**config.mk**
```make
export PLATFORM = sky130hd
export DESIGN_NAME = tle_ram
export DESIGN_NICKNAME = d
export VERILOG_FILES = /design/src/rtl/terminal_line_editor_with_history_top_macros.svh /design/src/rtl/tle_ram.sv
export SDC_FILE = /design/constraint.sdc
export NUM_CORES = 1
export LEC_CHECK = 0
export ABC_AREA = 1
export BUFFER_PORTS_ARGS = -buffer_cell sky130_fd_sc_hd__buf_4
export CORE_MARGIN = 2
export CORE_UTILIZATION = 40
export CTS_CLUSTER_DIAMETER = 50
export DETAILED_ROUTE_END_ITERATION = 6
export GPL_TIMING_DRIVEN = 0
export PLACE_DENSITY_LB_ADDON = 0.2
export SKIP_CTS_REPAIR_TIMING = 1
export SLEW_MARGIN = 20
export SYNTH_ARGS = -nofsm -noshare
export SYNTH_HDL_FRONTEND = slang
export SYNTH_SLANG_ARGS = --single-unit
```
**constraint.sdc**
```tcl
create_clock -name clock -period 3.5 [get_ports clock]
set_clock_uncertainty 0.1 [all_clocks]
set_input_delay 0.7 -clock clock [delete_from_list [all_inputs] [get_ports clock]]
set_output_delay 0.7 -clock clock [all_outputs]
set_load 0.01 [all_outputs]
```
**src/rtl/terminal_line_editor_with_history_top_macros.svh**
```systemverilog
// Assertion macros shared by the line editor RTL.
// Depends on nothing; taken in by `include where checks are written.
`ifndef TERMINAL_LINE_EDITOR_WITH_HISTORY_TOP_MACROS_SVH
`define TERMINAL_LINE_EDITOR_WITH_HISTORY_TOP_MACROS_SVH
`ifndef SYNTHESIS
`define TLE_ASSERT_NOW(lbl, clk, rst, ante, cons) \
   lbl: assert property (@(posedge clk) disable iff (rst) (ante) |-> (cons)) \
      else $error("line editor check failed");
`define TLE_ASSERT_NEXT(lbl, clk, rst, ante, cons) \
   lbl: assert property (@(posedge clk) disable iff (rst) (ante) |=> (cons)) \
      else $error("line editor sequencing check failed");
`else
`define TLE_ASSERT_NOW(lbl, clk, rst, ante, cons)
`define TLE_ASSERT_NEXT(lbl, clk, rst, ante, cons)
`endif
`endif

```
**src/rtl/tle_ram.sv**
```systemverilog
// Generic single write port, single read port RAM with registered read data.
// No dependencies.
module tle_ram #(
   parameter int WIDTH = 8,
   parameter int DEPTH = 16
) (
   input  logic                     clock,
   input  logic                     wr_en,
   input  logic [$clog2(DEPTH)-1:0] wr_addr,
   input  logic [WIDTH-1:0]         wr_data,
   input  logic [$clog2(DEPTH)-1:0] rd_addr,
   output logic [WIDTH-1:0]         rd_data
);

   logic [WIDTH-1:0] mem_ff [DEPTH];
   logic [WIDTH-1:0] rd_data_ff;

   always_ff @(posedge clock) begin
      if (wr_en) begin
         mem_ff[wr_addr] <= wr_data;
      end
      rd_data_ff <= mem_ff[rd_addr];
   end

   assign rd_data = rd_data_ff;

endmodule

```
* Word level (Yosys, flattened, before mapping)
Memory sizes are Yosys's and may differ from the RTL's. A register that Yosys moved wholly into a read port is not among the register bits. Cells that the tools add are included.
Storage, ports and cells: register bits 0, bits in writable memories 128, input bits 18, output and inout bits 8, word-level logic and storage cells 3, memories kept 1
Operators by class: mux-type cells 2
Memories:
- mem_ff | depth 16, width 8, read ports 1, clocked after Yosys merged registers in 1, write ports 1, RTL line tle_ram.sv:15 | logic [WIDTH-1:0] mem_ff [DEPTH];
Operator list (count):
- 1-bit 2-to-1 mux | 2

* Longest topological paths before layout
depth after elaboration 2, mapped depth 8, depth with buffers taken out 7

* Worst setup path before layout
No wires, ideal clock.
path kind input to register, from input port wr_addr[2], to memory mem_ff[10][0], enable pin, setup time 0.370 ns, data arrival time 1.281 ns, data required time 3.030 ns, setup slack 1.749 ns, stages 2, path buffers 0, cells stage by stage nand3b_1 > nor2_1
RTL lines:
- start: declaration | RTL line tle_ram.sv:9 | input logic [$clog2(DEPTH)-1:0] wr_addr,
- end: declaration | RTL line tle_ram.sv:15
Straight into the memory's write port.

* Worst setup path after layout
from input port wr_addr[1], to memory mem_ff[13][6], enable pin
Straight into the memory's write port.

==> results.yml <==
status:
  status: "finished clean"
detailed_routing:
  final_antenna_net_count: 0
  via_per_inst: 4.764
  firstDrtPassIters: 5
  routed_wl_um: 14030
  drcViolationCount: 0
  wl_per_cell_um: 17.87
  initialDrtViolationCount: 363
  vias: 3740
placement:
  dpl.hpwl_um: 9151
  gp_congestion: 0.9168
  io_buffers: 22
  place_area_sq_um: 6157
  place_inst: 753
final_layout:
  diodes: 0
  stdcell_count: 785
  fillCellCount: 1294
  design_area_sq_um: 6780
  area_growth_syn_to_layout_pct: 17.57
  nets: 610
  drive_gt1_share_pct: 12.56
floorplan:
  die_area_sq_um: 15390
  row_count: 43
  ios: 26
  die_w_um: 124.1
  die_h_um: 124.1
  core_area_sq_um: 13990
  start_util_pct: 41.23
critical_path:
  crit_buf_inv: 2
  worstPathRequired_ns: 3.43
  arrival_ns: 1.84
  crit_type: "input pin to flip-flop"
  cp-start-kind: "input pin"
  crit_fanout: 8
  cpPeakStageDelay_ns: 0.80
  r2r_slack_ns: 2.37
  worst_setup_path_end_kind: "flip-flop"
  critPathTopFamily: "simple AND/OR/NAND/NOR gates"
  path_cells: "buf_4 -> inv_1 -> nand2_1 -> nor2_1"
  cp_slowest_cell: "nor2_1"
global_routing:
  grt_pass1_vias: 3545
  grt_max_degree: 17
  antenna_found_initial: 0
  track_usage_pct: 19.71
  grt_pass1_wl_um: 21070
  overflow: 0
yosys:
  synth-compound-area-share_pct: 0
  syn_inst: 551
  synth.area.mux_share_pct: 0
  syn-num-nets: 569
  synth.distinct_cells: 12
  synthAdderAreaFrac_pct: 0
  synthSimpleGateAreaFrac_pct: 21.05
  synth_xor_area_share_pct: 0
  synth_area_per_cell_sq_um: 10.47
  ys_warn_count: 0
  synth-seq-cells: 136
  synth_top_family_by_area: "simple AND/OR/NAND/NOR gates"
  seq_area_frac_synth_pct: 69.43
  syn_area_sq_um: 5767
sta:
  setup_viol: 0
  slew_violations: 0
  tightest_slew_ns: 0.9935
  setup-tns-final_ns: 0
  fin_crit_sh_pct: 54.43
  fmax_mhz: 524.9
  hold_viol: 0
  maxSlewHeadroom_pct: 33.52
  rsz0062_at_grt: "false"
  min_period_ns: 1.905
pwr:
  total_power_mw: 3.961
  peakVddDrop_mv: 0.3051
  p_leak_nw: 2.940
  power.density_nw_per_um2: 584.1
clock_network:
  cts_root_buffer: "clkbuf_16"
  htreeDepth: 4
  clock_sinks: 136
  cts_buffers: 17
  clk_latency_ns: 0.42
  clock_path_buffers: 2
  cts.clk_slew.worst_paths_ns: 0.06
  cts_tree: "built"
hold_path:
  min_path_type: "input pin to flip-flop"
job:
  cap_viol_max_count: 0
[registers in the layout, summed over array words and instances (netlist names)]
| name | cells |
|---|---|
| rd_data | 8 |
| mem_ff | 128 |
[cell type report]
cell class	instances	area [sq um]	area share (%)
sequential	136	4004	59.05
multi-input combinational	289	1214	17.90
clock buffer	23	478.0	7.049
inverter	102	382.9	5.647
tap	180	225.2	3.322
buffer	24	166.4	2.454
timing repair buffer	22	165.2	2.436
clock inverter	9	145.1	2.141
[cells in the mapped netlist]
library cell	count	area, sq um
buf_1	1	3.750
buf_2	13	65.06
buf_4	4	30.03
buf_6	6	67.56
dfxtp_1	8	160.2
edfxtp_1	128	3844
inv_1	100	375.4
inv_2	2	7.510
nand2_1	173	649.4
nand3_1	97	485.5
nand3b_1	2	15.01
nor2_1	17	63.81
[routing by layer]
layer	GRT usage, %	vias up	part of all wire, %
li1	-	1853	-
met1	28.29	1758	48
met2	29.61	109	44
met3	3.663	20	5.7
met4	7.935	0	2.1
met5	0	-	0
[worst register-to-register path: stages, from the launching register on]
cell and delay (ns):
edfxtp_1 0.36, inv_1 0.06, nand2_1 0.05, nand3_1 0.11
nand3_1 0.08, nand3_1 0.14, nand2_1 0.10
[final timing paths]
check                                              from                      end  depth (start not counted)
worst max-delay path                         wr_addr[1]  mem_ff[13][6]$_DFFE_PP_                          4
worst min-delay path                         wr_data[4]   mem_ff[4][4]$_DFFE_PP_                          1
worst max register to register   mem_ff[9][2]$_DFFE_PP_       rd_data[2]$_DFF_P_                          6
worst min register to register  mem_ff[12][5]$_DFFE_PP_       rd_data[5]$_DFF_P_                          6
[cells by family after synthesis]
family                 Yosys count
buffers and inverters          126
DFF                            136
and+or+nand+nor                289
[where the power goes]
group          switching [mW]  internal (mW)
Clock                   0.636           1.24
Combinational           0.172         0.0802
Sequential            0.00919           1.82
[cell usage in the layout (no fill, tap or decap), drive strengths merged]
cell type,count
nand2,173
edfxtp,128
inv,102
nand3,97
buf,46
clkbuf,23
nor2,17
dfxtp,8
clkinv,5
bufinv,4
nand3b,2
[stage by stage]
step | hold slack [ns] | utilization [%] | setup WS (ns)
2_1_floorplan | 0.5074 | - | 1.749
3_3_place_gp | 0.5979 | 44.02 | 1.182
3_5_place_dp | 0.6025 | 44.02 | 1.137
4_1_cts | 0.5296 | 48.47 | 1.574
5_1_grt | 0.5441 | 48.47 | 1.509
6_report | 0.5380 | 48.47 | 1.595
No activity file was read; power rests on OpenSTA's default activity.
